--- src/mlp_pkg.sv ---
// Package with the shared constants, item types and fixed-point helpers of the perceptron.
package mlp_pkg;

	localparam int INPUT_COUNT      = 2;
	localparam int HIDDEN_COUNT     = 3;
	localparam int FRAC_BITS        = 12;
	localparam int HID_WEIGHT_COUNT = INPUT_COUNT * HIDDEN_COUNT;
	localparam int ALL_WEIGHTS      = HID_WEIGHT_COUNT + HIDDEN_COUNT;
	localparam int ADDR_W           = $clog2(ALL_WEIGHTS);
	localparam int HALF_STEP_BITS   = FRAC_BITS - 1;
	localparam int LR_RESET         = 410;

	localparam logic [1:0] OP_INFER = 2'd0;
	localparam logic [1:0] OP_TRAIN = 2'd1;
	localparam logic [1:0] OP_WRITE = 2'd2;
	localparam logic [1:0] OP_READ  = 2'd3;

	localparam logic [12:0] ONE_Q = 13'(1 << FRAC_BITS);

	localparam logic [12:0] SIG_TABLE [17] = '{
		13'd2048, 13'd2550, 13'd2994, 13'd3349, 13'd3608, 13'd3785, 13'd3902, 13'd3976,
		13'd4022, 13'd4051, 13'd4069, 13'd4079, 13'd4086, 13'd4090, 13'd4092, 13'd4094,
		13'd4095
	};

	typedef struct packed {
		logic [1:0]         op;
		logic signed [15:0] feature_a;
		logic signed [15:0] feature_b;
		logic [12:0]        target_value;
		logic [3:0]         weight_index;
		logic signed [15:0] weight_value;
	} in_item_t;

	typedef struct packed {
		logic [12:0]        network_output;
		logic [11:0]        loss;
		logic signed [15:0] weight_read;
	} out_item_t;

	function automatic logic [12:0] sigmoid_fx(input logic signed [20:0] z);
		logic [20:0] a;
		logic [3:0]  idx;
		logic [10:0] frac;
		logic [12:0] lo;
		logic [12:0] hi;
		logic [12:0] v;
		logic [23:0] m;
		a = z[20] ? 21'(-z) : 21'(z);
		idx = a[HALF_STEP_BITS +: 4];
		frac = a[HALF_STEP_BITS-1:0];
		lo = SIG_TABLE[{1'b0, idx}];
		hi = SIG_TABLE[{1'b0, idx} + 5'd1];
		m = 24'(hi - lo) * 24'(frac);
		if (a >= 21'(16 << HALF_STEP_BITS)) begin
			v = SIG_TABLE[16];
		end else begin
			v = lo + 13'(m >> HALF_STEP_BITS);
		end
		return z[20] ? 13'(ONE_Q - v) : v;
	endfunction

	function automatic logic signed [15:0] sat16(input logic signed [24:0] v);
		if (v > 25'sd32767) begin
			return 16'sh7fff;
		end else if (v < -25'sd32768) begin
			return 16'sh8000;
		end
		return v[15:0];
	endfunction

endpackage

--- src/mlp_if.sv ---
// Handshake interfaces for the sample and result channels.
interface mlp_in_if;
	logic              valid;
	logic              ready;
	mlp_pkg::in_item_t payload;
	modport source (output valid, output payload, input ready);
	modport sink (input valid, input payload, output ready);
endinterface

interface mlp_out_if;
	logic               valid;
	logic               ready;
	mlp_pkg::out_item_t payload;
	modport source (output valid, output payload, input ready);
	modport sink (input valid, input payload, output ready);
endinterface

--- src/mlp_ram.sv ---
// Generic single-port-write, single-port-read RAM with a registered read.
module mlp_ram #(
	parameter int WIDTH = 16,
	parameter int DEPTH = 9
) (
	input  logic                     clk,
	input  logic                     we,
	input  logic [$clog2(DEPTH)-1:0] waddr,
	input  logic [WIDTH-1:0]         wdata,
	input  logic                     re,
	input  logic [$clog2(DEPTH)-1:0] raddr,
	output logic [WIDTH-1:0]         rdata
);
	logic [WIDTH-1:0] mem [DEPTH];

	always_ff @(posedge clk) begin
		if (we) begin
			mem[waddr] <= wdata;
		end
		if (re) begin
			rdata <= mem[raddr];
		end
	end
endmodule

--- src/mlp_2_3_1_backprop_step.sv ---
// Top level: 2-3-1 sigmoid perceptron with inference, one SGD step per train item, and weight write and read.
// The result register is loaded from the completion state; the next item is accepted once the
// state machine is back in idle. An item runs state by state, since all products share the
// single multiplier and all weights sit in the one weight RAM.
// One item is in work at a time; a finished item waits until the result register is free.
// Asynchronous reset sets the learning rate to 410 and makes every weight read as zero.
module mlp_2_3_1_backprop_step (
	input  logic         clk,
	input  logic         arst_n,
	input  logic         cfg_we,
	input  logic [12:0]  cfg_wdata,
	mlp_in_if.sink       sample,
	mlp_out_if.source    result
);
	import mlp_pkg::*;

	localparam logic [4:0] ST_IDLE = 5'd0;
	localparam logic [4:0] ST_RDW  = 5'd1;
	localparam logic [4:0] ST_H0   = 5'd2;
	localparam logic [4:0] ST_H1   = 5'd3;
	localparam logic [4:0] ST_H2   = 5'd4;
	localparam logic [4:0] ST_H3   = 5'd5;
	localparam logic [4:0] ST_H4   = 5'd6;
	localparam logic [4:0] ST_H5   = 5'd7;
	localparam logic [4:0] ST_H6   = 5'd8;
	localparam logic [4:0] ST_Y0   = 5'd9;
	localparam logic [4:0] ST_Y1   = 5'd10;
	localparam logic [4:0] ST_L0   = 5'd11;
	localparam logic [4:0] ST_L1   = 5'd12;
	localparam logic [4:0] ST_D0   = 5'd13;
	localparam logic [4:0] ST_D1   = 5'd14;
	localparam logic [4:0] ST_D2   = 5'd15;
	localparam logic [4:0] ST_D3   = 5'd16;
	localparam logic [4:0] ST_O0   = 5'd17;
	localparam logic [4:0] ST_O1   = 5'd18;
	localparam logic [4:0] ST_O2   = 5'd19;
	localparam logic [4:0] ST_G0   = 5'd20;
	localparam logic [4:0] ST_G1   = 5'd21;
	localparam logic [4:0] ST_G2   = 5'd22;
	localparam logic [4:0] ST_G3   = 5'd23;
	localparam logic [4:0] ST_G4   = 5'd24;
	localparam logic [4:0] ST_G5   = 5'd25;
	localparam logic [4:0] ST_G6   = 5'd26;
	localparam logic [4:0] ST_DONE = 5'd27;

	localparam logic [1:0] LAST_HIDDEN = 2'(HIDDEN_COUNT - 1);

	logic [4:0]          state_q;
	logic [12:0]         lr_q;
	logic [1:0]          op_q;
	logic signed [15:0]  x_q [INPUT_COUNT];
	logic [12:0]         tgt_q;
	logic                widx_ok_q;
	logic [1:0]          i_q;
	logic                j_q;
	logic signed [47:0]  prod_q;
	logic signed [32:0]  acc_q;
	logic signed [32:0]  oacc_q;
	logic signed [20:0]  z_q;
	logic signed [15:0]  wo_q;
	logic [12:0]         h_q [HIDDEN_COUNT];
	logic [12:0]         y_q;
	logic signed [13:0]  err_q;
	logic [11:0]         loss_q;
	logic [10:0]         slope_q;
	logic signed [11:0]  dout_q;
	logic signed [12:0]  dh_q;
	logic signed [15:0]  wread_q;
	logic [ALL_WEIGHTS-1:0] wvalid_q;
	logic                rvalid_q;
	logic                out_valid_q;
	out_item_t           out_q;

	logic                accept;
	logic                ram_we;
	logic [ADDR_W-1:0]   ram_waddr;
	logic [15:0]         ram_wdata;
	logic                ram_re;
	logic [ADDR_W-1:0]   ram_raddr;
	logic [15:0]         ram_rdata;
	logic signed [15:0]  rdat;
	logic signed [30:0]  mul_a;
	logic signed [16:0]  mul_b;
	logic signed [15:0]  wsat;
	logic [ADDR_W-1:0]   out_addr;
	logic [ADDR_W-1:0]   hid_addr;
	logic                out_free;
	logic [12:0]         h_cur;

	assign accept = sample.valid && sample.ready;
	assign sample.ready = (state_q == ST_IDLE);
	assign out_free = !out_valid_q || result.ready;
	assign result.valid = out_valid_q;
	assign result.payload = out_q;
	assign rdat = rvalid_q ? signed'(ram_rdata) : 16'sd0;
	assign h_cur = h_q[i_q];
	assign out_addr = ADDR_W'(HID_WEIGHT_COUNT) + ADDR_W'(i_q);
	assign hid_addr = ADDR_W'(i_q) + (j_q ? ADDR_W'(HIDDEN_COUNT) : ADDR_W'(0));
	assign wsat = sat16(25'(rdat) + 25'(prod_q >>> (2 * FRAC_BITS)));

	mlp_ram #(.WIDTH(16), .DEPTH(ALL_WEIGHTS)) u_ram (
		.clk   (clk),
		.we    (ram_we),
		.waddr (ram_waddr),
		.wdata (ram_wdata),
		.re    (ram_re),
		.raddr (ram_raddr),
		.rdata (ram_rdata)
	);

	always_comb begin
		ram_we = 1'b0;
		ram_waddr = out_addr;
		ram_wdata = wsat;
		ram_re = 1'b0;
		ram_raddr = out_addr;
		mul_a = '0;
		mul_b = '0;
		case (state_q)
			ST_IDLE: begin
				ram_waddr = sample.payload.weight_index[ADDR_W-1:0];
				ram_wdata = sample.payload.weight_value;
				ram_raddr = sample.payload.weight_index[ADDR_W-1:0];
				ram_we = accept && sample.payload.op == OP_WRITE
					&& sample.payload.weight_index < 4'(ALL_WEIGHTS);
				ram_re = accept && sample.payload.op == OP_READ;
			end
			ST_H0: begin
				ram_re = 1'b1;
				ram_raddr = ADDR_W'(i_q);
			end
			ST_H1: begin
				ram_re = 1'b1;
				ram_raddr = ADDR_W'(i_q) + ADDR_W'(HIDDEN_COUNT);
				mul_a = 31'(x_q[0]);
				mul_b = 17'(rdat);
			end
			ST_H2: begin
				ram_re = 1'b1;
				mul_a = 31'(x_q[1]);
				mul_b = 17'(rdat);
			end
			ST_H5: begin
				mul_a = 31'(h_cur);
				mul_b = 17'(wo_q);
			end
			ST_L0: begin
				mul_a = 31'(err_q);
				mul_b = 17'(err_q);
			end
			ST_D0: begin
				mul_a = 31'(y_q);
				mul_b = 17'(ONE_Q - y_q);
			end
			ST_D2: begin
				mul_a = 31'(err_q);
				mul_b = 17'(slope_q);
			end
			ST_O0: begin
				ram_re = 1'b1;
				mul_a = 31'(lr_q);
				mul_b = 17'(h_cur);
			end
			ST_O1: begin
				mul_a = prod_q[30:0];
				mul_b = 17'(dout_q);
			end
			ST_O2: begin
				ram_we = 1'b1;
			end
			ST_G0: begin
				ram_re = 1'b1;
				mul_a = 31'(h_cur);
				mul_b = 17'(ONE_Q - h_cur);
			end
			ST_G1: begin
				mul_a = 31'(dout_q);
				mul_b = 17'(rdat);
			end
			ST_G2: begin
				mul_a = 31'(prod_q >>> FRAC_BITS);
				mul_b = 17'(slope_q);
			end
			ST_G4: begin
				ram_re = 1'b1;
				ram_raddr = hid_addr;
				mul_a = 31'(lr_q);
				mul_b = 17'(x_q[j_q]);
			end
			ST_G5: begin
				mul_a = prod_q[30:0];
				mul_b = 17'(dh_q);
			end
			ST_G6: begin
				ram_we = 1'b1;
				ram_waddr = hid_addr;
			end
			default: begin
			end
		endcase
	end

	always_ff @(posedge clk) begin
		prod_q <= mul_a * mul_b;
		if (ram_re) begin
			rvalid_q <= wvalid_q[ram_raddr];
		end
		case (state_q)
			ST_IDLE: begin
				if (accept) begin
					op_q <= sample.payload.op;
					x_q[0] <= sample.payload.feature_a;
					x_q[1] <= sample.payload.feature_b;
					tgt_q <= (sample.payload.target_value > ONE_Q) ? ONE_Q
						: sample.payload.target_value;
					widx_ok_q <= sample.payload.weight_index < 4'(ALL_WEIGHTS);
					oacc_q <= '0;
					y_q <= '0;
					loss_q <= '0;
					wread_q <= '0;
				end
			end
			ST_RDW: wread_q <= widx_ok_q ? rdat : 16'sd0;
			ST_H2: acc_q <= prod_q[32:0];
			ST_H3: begin
				wo_q <= rdat;
				z_q <= 21'((acc_q + prod_q[32:0]) >>> FRAC_BITS);
			end
			ST_H4: h_q[i_q] <= sigmoid_fx(z_q);
			ST_H6: oacc_q <= oacc_q + prod_q[32:0];
			ST_Y0: z_q <= 21'(oacc_q >>> FRAC_BITS);
			ST_Y1: begin
				y_q <= sigmoid_fx(z_q);
				err_q <= 14'(tgt_q) - 14'(sigmoid_fx(z_q));
			end
			ST_L1: loss_q <= (prod_q >>> (FRAC_BITS + 1)) > 48'sd4095 ? 12'd4095
				: prod_q[FRAC_BITS+1 +: 12];
			ST_D1: slope_q <= prod_q[FRAC_BITS +: 11];
			ST_D3: dout_q <= 12'(prod_q >>> FRAC_BITS);
			ST_G1: slope_q <= prod_q[FRAC_BITS +: 11];
			ST_G3: dh_q <= 13'(prod_q >>> FRAC_BITS);
			default: begin
			end
		endcase
	end

	always_ff @(posedge clk or negedge arst_n) begin
		if (!arst_n) begin
			state_q <= ST_IDLE;
			lr_q <= 13'(LR_RESET);
			wvalid_q <= '0;
			i_q <= '0;
			j_q <= 1'b0;
			out_valid_q <= 1'b0;
			out_q <= '0;
		end else begin
			if (cfg_we) begin
				lr_q <= cfg_wdata;
			end
			if (ram_we) begin
				wvalid_q[ram_waddr] <= 1'b1;
			end
			if (out_valid_q && result.ready && state_q != ST_DONE) begin
				out_valid_q <= 1'b0;
			end
			case (state_q)
				ST_IDLE: begin
					if (accept) begin
						i_q <= '0;
						j_q <= 1'b0;
						case (sample.payload.op)
							OP_WRITE: state_q <= ST_DONE;
							OP_READ:  state_q <= ST_RDW;
							default:  state_q <= ST_H0;
						endcase
					end
				end
				ST_RDW: state_q <= ST_DONE;
				ST_H0:  state_q <= ST_H1;
				ST_H1:  state_q <= ST_H2;
				ST_H2:  state_q <= ST_H3;
				ST_H3:  state_q <= ST_H4;
				ST_H4:  state_q <= ST_H5;
				ST_H5:  state_q <= ST_H6;
				ST_H6: begin
					if (i_q == LAST_HIDDEN) begin
						i_q <= '0;
						state_q <= ST_Y0;
					end else begin
						i_q <= i_q + 2'd1;
						state_q <= ST_H0;
					end
				end
				ST_Y0: state_q <= ST_Y1;
				ST_Y1: state_q <= ST_L0;
				ST_L0: state_q <= ST_L1;
				ST_L1: state_q <= (op_q == OP_TRAIN) ? ST_D0 : ST_DONE;
				ST_D0: state_q <= ST_D1;
				ST_D1: state_q <= ST_D2;
				ST_D2: state_q <= ST_D3;
				ST_D3: state_q <= ST_O0;
				ST_O0: state_q <= ST_O1;
				ST_O1: state_q <= ST_O2;
				ST_O2: begin
					if (i_q == LAST_HIDDEN) begin
						i_q <= '0;
						state_q <= ST_G0;
					end else begin
						i_q <= i_q + 2'd1;
						state_q <= ST_O0;
					end
				end
				ST_G0: state_q <= ST_G1;
				ST_G1: state_q <= ST_G2;
				ST_G2: state_q <= ST_G3;
				ST_G3: begin
					j_q <= 1'b0;
					state_q <= ST_G4;
				end
				ST_G4: state_q <= ST_G5;
				ST_G5: state_q <= ST_G6;
				ST_G6: begin
					if (!j_q) begin
						j_q <= 1'b1;
						state_q <= ST_G4;
					end else if (i_q == LAST_HIDDEN) begin
						state_q <= ST_DONE;
					end else begin
						i_q <= i_q + 2'd1;
						state_q <= ST_G0;
					end
				end
				ST_DONE: begin
					if (out_free) begin
						out_valid_q <= 1'b1;
						out_q.network_output <= y_q;
						out_q.loss <= loss_q;
						out_q.weight_read <= wread_q;
						state_q <= ST_IDLE;
					end
				end
				default: state_q <= ST_IDLE;
			endcase
		end
	end

	a_write_in_range: assert property (@(posedge clk) disable iff (!arst_n)
		ram_we |-> ram_waddr < ADDR_W'(ALL_WEIGHTS))
		else $error("Weight RAM written beyond its last entry.");

	a_result_from_done: assert property (@(posedge clk) disable iff (!arst_n)
		$rose(result.valid) |-> $past(state_q == ST_DONE))
		else $error("Result raised outside the completion state.");

	a_output_update_addr: assert property (@(posedge clk) disable iff (!arst_n)
		state_q == ST_O2 |-> ram_we && ram_waddr >= ADDR_W'(HID_WEIGHT_COUNT))
		else $error("Output weight update aimed at a hidden weight.");

	a_accept_only_idle: assert property (@(posedge clk) disable iff (!arst_n)
		accept |=> state_q != ST_IDLE)
		else $error("An accepted item did not start work.");
endmodule

--- src/flat_wrapper.sv ---
// flat-port wrapper written by rule: the top's interface ports become plain ports
module mlp_2_3_1_backprop_step_flat import mlp_pkg::*;
  (clk, arst_n, cfg_we, cfg_wdata, sample_valid, sample_payload, sample_ready, result_valid, result_payload, result_ready);
  mlp_in_if sample_i ();
  mlp_out_if result_i ();
  input  logic clk;
  input  logic arst_n;
  input  logic cfg_we;
  input  logic [12:0] cfg_wdata;
  input wire logic [$bits(sample_i.valid)-1:0] sample_valid;
  input wire logic [$bits(sample_i.payload)-1:0] sample_payload;
  output wire logic [$bits(sample_i.ready)-1:0] sample_ready;
  output wire logic [$bits(result_i.valid)-1:0] result_valid;
  output wire logic [$bits(result_i.payload)-1:0] result_payload;
  input wire logic [$bits(result_i.ready)-1:0] result_ready;
  assign sample_i.valid = sample_valid;
  assign sample_i.payload = sample_payload;
  assign sample_ready = sample_i.ready;
  assign result_valid = result_i.valid;
  assign result_payload = result_i.payload;
  assign result_i.ready = result_ready;
  mlp_2_3_1_backprop_step u_core (.clk(clk), .arst_n(arst_n), .cfg_we(cfg_we), .cfg_wdata(cfg_wdata), .sample(sample_i), .result(result_i));
endmodule
--- config.mk ---
export PLATFORM = sky130hd
export DESIGN_NAME = mlp_2_3_1_backprop_step_flat
export DESIGN_NICKNAME = d
export VERILOG_FILES = /design/src/mlp_pkg.sv /design/src/mlp_if.sv /design/src/mlp_ram.sv /design/src/mlp_2_3_1_backprop_step.sv /design/src/flat_wrapper.sv
export SDC_FILE = /design/constraint.sdc
export NUM_CORES = 2
export LEC_CHECK = 0
export BUFFER_PORTS_ARGS = -buffer_cell sky130_fd_sc_hd__clkbuf_2
export CORE_ASPECT_RATIO = 1.5
export CORE_MARGIN = 2
export CORE_UTILIZATION = 51
export CTS_CLUSTER_DIAMETER = 150
export DETAILED_ROUTE_END_ITERATION = 8
export PLACE_DENSITY = 0.68
export SLEW_MARGIN = 20
export SYNTH_ARGS = -nofsm -noshare
export SYNTH_HDL_FRONTEND = slang
export SYNTH_HIERARCHICAL = 1
export SYNTH_SLANG_ARGS = --single-unit
--- constraint.sdc ---
create_clock -name clk -period 12.6 [get_ports clk]
set_clock_uncertainty 0.05 [all_clocks]
set_input_delay 0.63 -clock clk [delete_from_list [all_inputs] [get_ports clk]]
set_output_delay 0.63 -clock clk [all_outputs]
set_load 0.02 [all_outputs]
# Word level (Yosys, flattened, before mapping)
# Memory sizes are Yosys's and may differ from the RTL's. A register that Yosys moved wholly into a read port is not among the register bits.
# Cells that the tools add are included.
[word_totals]
romBits = 832
mem_bits_rw = 215
register_bits = 331
memories = 5
output_inout_bits = 43
latchBits = 0
inputBits = 85
elab_cells = 199
[memory_table]
columns = ["name", "depth", "word_bits", "rd", "rd_ports_with_merged_regs", "wr", "line_no", "source"]
rows = [
  ["(name not given)", 32, 13, 1, 0, 0, "mlp_pkg.sv:52", "lo = SIG_TABLE[{1'b0, idx}];"],
  ["(name not given)", 32, 13, 1, 0, 0, "mlp_pkg.sv:53", "hi = SIG_TABLE[{1'b0, idx} + 5'd1];"],
  ["u_core.u_ram.mem", 9, 16, 1, 1, 1, "mlp_ram.sv:14", "logic [WIDTH-1:0] mem [DEPTH];"],
  ["u_core.h_q", 3, 13, 1, 0, 1, "mlp_2_3_1_backprop_step.sv:61", "logic [12:0] h_q [HIDDEN_COUNT];"],
  ["u_core.x_q", 2, 16, 3, 0, 2, "mlp_2_3_1_backprop_step.sv:51", "logic signed [15:0] x_q [INPUT_COUNT];"],
]
[op_classes]
div_mod_pow = 0
bitwise_logic = 3
addsub = 16
n_shift = 0
mul = 2
n_eq_ne = 36
order_cmp = 11
mux = 65
n_reduce_logical = 36
[op_table]
columns = ["operator", "n"]
rows = [
  ["case mux 31 bit (9 select lines)", 1],
  ["case mux 17 bit (10 select lines)", 1],
  ["case mux 5 bit (28 select lines)", 1],
  ["2-to-1 mux 13 bit", 10],
  ["2-to-1 mux 16 bit", 7],
  ["adder 33 bit", 2],
  ["case mux 33 bit (2 select lines)", 1],
  ["equality test 5 bit (second input constant)", 12],
  ["multiplier 31 x 17 -> 48 bit", 1],
  ["case mux 21 bit (2 select lines)", 1],
  ["equality test 5 x 4 -> 1 bit (second input constant)", 8],
  ["> comparator 35 x 13 -> 1 bit (second input constant)", 1],
  ["2-to-1 mux 33 bit", 1],
  ["case mux 16 bit (2 select lines)", 1],
  ["subtractor 13 x 13 -> 14 bit", 2],
  ["subtractor 13 x 13 -> 14 bit (first input constant)", 2],
  ["case mux 13 bit (2 select lines)", 1],
  ["subtractor 13 bit (first input constant)", 2],
  ["adder 16 x 24 -> 25 bit", 1],
  ["> comparator 25 x 16 -> 1 bit (second input constant)", 1],
  ["less-than comparator 25 x 16 -> 1 bit (second input constant)", 1],
  ["multiplier 24 x 11 -> 24 bit", 1],
  ["2-to-1 mux 12 bit", 2],
  ["case mux 12 bit (2 select lines)", 1],
  ["other kinds (49)", 107],
]

# Longest topological paths before layout
[depth]
word_depth = 15
ltp_mapped = 57
mapped_depth_nobuf = 56

# Modules after synthesis
# The synthesis kept the hierarchy.
[modules_own_cells]
columns = ["module", "seq_area_each_um2", "cells_per_inst", "n_inst", "area_each_um2"]
rows = [
  ["mlp_2_3_1_backprop_step", 11237.0, 4754, 1, 45666.3],
  ["mlp_ram", 4804.6, 323, 1, 6183.4],
]

# Worst setup path before layout
# No wires, ideal clock.
[synth_timing]
path_kind = "register -> register"
from = "reg u_core.z_q[0]"
to = "reg u_core.err_q[11] (data pin)"
path_stages_with_launch = 54
arrival_time_ns = 11.462
path_slack_ns = 0.829
setup_time_ns = 0.259
path_cell_list = "edfxtp_1 > clkbuf_1 > inv_1 > ha_1 > nand3_1 > o21ai_0 > xor2_1 > inv_1 > ha_1 > inv_1 > ha_1 > inv_1 > a31oi_1 > o21ai_0 > ha_1 > nor2b_1 > o21ai_0 > a21boi_0 > [... 18 more ...] > xor2_1 > ha_1 > a21o_1 > a21oi_1 > xor2_1 > o21ai_0 > a22oi_1 > inv_1 > ha_1 > a21boi_0 > o21ai_0 > a21boi_0 > o21ai_0 > a21boi_0 > nor3_1 > o21bai_1 > maj3_1 > xor2_1"
[synth_via]
elab_chain_len = 15
[synth_lines]
columns = ["element", "line_no", "source"]
rows = [
  ["from (decl)", "mlp_2_3_1_backprop_step.sv:59", "logic signed [20:0] z_q;"],
  ["from (signal assigned)", "mlp_2_3_1_backprop_step.sv:227", "z_q <= 21'((acc_q + prod_q[32:0]) >>> FRAC_BITS);"],
  ["from (signal assigned)", "mlp_2_3_1_backprop_step.sv:231", "ST_Y0: z_q <= 21'(oacc_q >>> FRAC_BITS);"],
  ["negation 21 bit", "mlp_pkg.sv:49", "a = z[20] ? 21'(-z) : 21'(z);"],
  ["2-to-1 mux 21 bit *", "mlp_pkg.sv:49", ""],
  ["adder 4 x 1 -> 5 bit", "mlp_pkg.sv:53", ""],
  ["NOT 5 -> 6 bit (implied by the code)", "mlp_pkg.sv:53", ""],
  ["memory read (32 x 13 bit)", "--", ""],
  ["2-to-1 mux 13 bit (2 in a row)", "--", ""],
  ["subtractor 13 x 13 -> 14 bit", "--", ""],
  ["multiplier 24 x 11 -> 24 bit", "--", ""],
  ["adder 13 bit", "--", ""],
  ["2-to-1 mux 13 bit *", "mlp_pkg.sv:55", "if (a >= 21'(16 << HALF_STEP_BITS)) begin"],
  ["2-to-1 mux 13 bit *", "mlp_2_3_1_backprop_step.sv:208", "case (state_q)"],
  ["subtractor 13 bit", "--", ""],
  ["2-to-1 mux 13 bit *", "--", ""],
  ["subtractor 13 x 13 -> 14 bit *", "mlp_2_3_1_backprop_step.sv:234", "err_q <= 14'(tgt_q) - 14'(sigmoid_fx(z_q));"],
  ["to (signal assigned)", "mlp_2_3_1_backprop_step.sv:234", ""],
  ["to (decl)", "mlp_2_3_1_backprop_step.sv:63", "logic signed [13:0] err_q;"],
]
# Mark *: on every way between the ends. The rest lies on a longest branch, timed or not. The select of a mux whose other input is x is not followed.
# A chain may end at the register's enable or synchronous reset.

# Final worst setup path
[layout_timing]
from = "reg u_core.z_q[8]"
to = "reg u_core.err_q[12] (data pin)"
# Same word-level chain as after synthesis.

==> flow_metrics.env <==
export IMPL_outcome="complete, no violations"
export IMPL_period_needed_ns=11.97
export IMPL_cts_buffers=57
export IMPL_cp_top_family="adder cells"
export IMPL_ys_async_sr_fraction=0.128
export IMPL_fillerInstances=8610
export IMPL_ys_seq_area_frac=0.309
export IMPL_syn_area_sq_um=51800
export IMPL_area_growth_syn_to_layout_pct=10.0
export IMPL_drc=0
export IMPL_hold_viol=0
export IMPL_grt_antenna_before_repair=3
export IMPL_crit_top_cell="inv_1"
export IMPL_grt_start_max_net_pins=70
export IMPL_drt_pass1_iterations=8
export IMPL_cts_max_level=2
export IMPL_worstSetupPathType="register to register"
export IMPL_clock_path_buffers=3
export IMPL_grt_pass1_wl_um=238000
export IMPL_cts_root_buf="clkbuf_16"
export IMPL_overflow=0
export IMPL_routed_wl_um=157000
export IMPL_worst_pin_slew_ns=1.21
export IMPL_synth_warnings=6
export IMPL_synth_compound_area_share=0.107
export IMPL_holdPathStages=1
export IMPL_min_path_type="input pin to register"
export IMPL_core_area_sq_um=101000
export IMPL_cts_num_sinks=562
export IMPL_synth_edff_count=442
export IMPL_timing_final_crit_share=0.950
export IMPL_utilization=0.564
export IMPL_hold_start="sample_payload[36]"
export IMPL_port_buffers=127
export IMPL_place_gp_congestion=0.984
export IMPL_wl_per_cell_um=23.8
export IMPL_synth_seq_cells=562
export IMPL_final_nets=6265
export IMPL_cts_tree="built"
export IMPL_crit_buf_inv=6
export IMPL_vias=39100
export IMPL_grt_pass1_vias=40600
export IMPL_clk_latency_ns=0.66
export IMPL_synth_adder_area_share=0.322
export IMPL_vias_per_cell=5.94
export IMPL_io_pins=128
export IMPL_drt_iter0_markers=3195
export IMPL_drive_above_1_share=0.120
export IMPL_cp_end_kind="register"
export IMPL_avgSynthCellArea_sq_um=10.2
export IMPL_startpoint="u_core/z_q[8]"
export IMPL_start_kind="register"
export IMPL_reg2reg_depth=51
export IMPL_setup_violations=0
export IMPL_initial_core_util=0.513
export IMPL_die_height_um=395
export IMPL_ant_nets=0
export IMPL_finalMaxSlewViolations=0
export IMPL_slowest_delay_ns=0.53
export IMPL_dp_hpwl_um=123000
export IMPL_synth_top_family_by_area="adder cells"
export IMPL_max_cap_violations=0
export IMPL_clk_pin_slew_ns=0.07
export IMPL_slew_headroom=0.193
export IMPL_required_ns=12.94
export IMPL_synth_ff_type="edfxtp_1"
export IMPL_cp_max_fo=7
export IMPL_dieArea_sq_um=104000
export IMPL_r2r_start="u_core/z_q[8]"
export IMPL_fmax_ghz=0.0836
export IMPL_placementRows=143
export IMPL_synth_xor_area_frac=0.0353
export IMPL_synth_cells=5077
export IMPL_synth_simple_area_share=0.125
export IMPL_synth_mux_area_frac=0.0336
export IMPL_die_w_um=264
export IMPL_syn_nets=6108
export IMPL_cp_depth=51
export IMPL_arrival_ns=12.31
export IMPL_critPathSlowestCell="fa_1"
export IMPL_gr_usage_all_layers=0.302
export IMPL_synthDistinctLibCells=92
## synthesized netlist by cell type, types with 25 or more instances
| cell | n | share of area |
|---|---|---|
| o22ai_1 | 39 | 0.0047 |
| dfxtp_1 | 48 | 0.019 |
| a21o_1 | 65 | 0.0094 |
| dfrtp_1 | 67 | 0.032 |
| clkbuf_1 | 150 | 0.011 |
| a22oi_1 | 41 | 0.0059 |
| nor2b_1 | 56 | 0.0068 |
| mux2i_1 | 56 | 0.011 |
| o21a_1 | 40 | 0.0058 |
| fa_1 | 647 | 0.25 |
| nand2_1 | 588 | 0.043 |
| edfxtp_1 | 442 | 0.26 |
| or2_2 | 25 | 0.0030 |
| ha_1 | 299 | 0.072 |
| or3_1 | 32 | 0.0039 |
| o21ai_0 | 143 | 0.014 |
| nand3_1 | 41 | 0.0040 |
| inv_1 | 717 | 0.052 |
| a221oi_1 | 33 | 0.0056 |
| and2_1 | 33 | 0.0040 |
| and3_1 | 25 | 0.0030 |
| nor2_1 | 525 | 0.038 |
| xor2_1 | 71 | 0.012 |
| mux2_2 | 105 | 0.023 |
| a21oi_1 | 172 | 0.017 |
| xnor2_1 | 138 | 0.023 |
| nand2b_1 | 41 | 0.0049 |
| nor3_1 | 62 | 0.0060 |
## sequential cells by signal, summed over array words and instances, names as in the netlist, 16 cells and up
| name | flops |
|---|---|
| u_core/prod_q | 48 |
| u_core/u_ram/rdata | 16 |
| u_core/wo_q | 16 |
| u_core/oacc_q | 33 |
| u_core/x_q | 32 |
| u_core/h_q | 39 |
| u_core/acc_q | 33 |
| u_core/u_ram/mem | 144 |
| u_core/wread_q | 16 |
| u_core/result.payload | 41 |
| u_core/z_q | 21 |
## worst reg2reg max path: cells and delay by family (launching register included)
family,cells,cell delay [ns]
DFF,1,0.46
xor gates and xnor gates,5,0.84
AOI/OAI and AO/OA,19,3.50
and+or+nand+nor,9,1.70
buffers and inverters,6,0.45
adders and majority gates,12,4.75
## worst paths after layout
path                                            end  slack, ns
setup / recovery                   u_core/err_q[12]       0.63
hold / removal                     u_core/x_q[1][3]       0.11
setup reg to reg                   u_core/err_q[12]       0.63
hold reg to reg                  u_core/wvalid_q[1]       0.40
max in group asynchronous           u_core/lr_q[11]      10.93
min in group asynchronous  u_core/result.payload[2]       0.30
## metal layers
| metal | GRT usage | wire (um) | vias up |
|---|---|---|---|
| li1 | - | - | 17200 |
| met1 | 0.343 | 54300 | 19500 |
| met2 | 0.522 | 78100 | 1744 |
| met3 | 0.0424 | 10900 | 588 |
| met4 | 0.214 | 13300 | 2 |
| met5 | 0 | 10 | - |
## cells in the final DEF (no fill, tap or decap), types with 25 or more instances in the layout
cell type / count
clkbuf_2: 126
o21a_1: 40
nand2_1: 587
a221oi_1: 31
ha_1: 295
nand2b_1: 41
nor2b_1: 55
buf_4: 162
or2_2: 25
a21o_1: 65
xor2_1: 69
xnor2_1: 129
edfxtp_1: 442
nor3_1: 50
o21ai_0: 130
and3_1: 25
nand3_1: 39
fa_1: 646
o22ai_1: 38
a22oi_1: 41
nor2_1: 518
mux2_2: 105
inv_1: 715
or3_1: 32
a21oi_1: 161
clkbuf_16: 60
dfxtp_1: 48
and2_1: 33
dfrtp_1: 67
mux2i_1: 56
## cells by family after synthesis
logic type,count (synthesis)
AO/OA/AOI/OAI,797
XOR/XNOR,209
adder cells (fa/ha/maj),948
buffers and inverters,910
flip-flops,562
multiplexers,161
AND/OR/NAND/NOR,1490
## repair_timing
item                       4_1_cts  5_1_grt
resized for setup                6       49
hold endpoints to repair        11        0
pin swaps                        1        8
setup buffers                    1        9
hold buffers                     1        0
setup endpoints to repair        4       18
## layout make-up
class,instances,area [sq um],area share
Antenna cell,2,5.00,0.0000877
Timing Repair Buffer,289,1860,0.0325
Clock buffer,83,1660,0.0291
Inverter,719,2700,0.0473
Tap cell,1305,1630,0.0286
Multi-Input combinational cell,3605,32800,0.575
Sequential cell,562,16000,0.281
Clock inverter,25,364,0.00638
## metrics by stage
step           cells  hold slack (ns)  area, sq um  setup TNS, ns  worst slack (ns)
2_1_floorplan   5077            0.284        51800              0             0.829
3_3_place_gp    6469            0.382        54700              0            0.0311
3_5_place_dp    6469            0.393        54700         -0.711            -0.268
4_1_cts         6579           0.0934        56700              0           0.00146
5_1_grt         6588           0.0928        57000         -0.198            -0.111
6_report        6590            0.110        57100              0             0.634
Power is not shown: default switching activity piles up to over one toggle a cycle in this logic, so the estimate is an artifact.
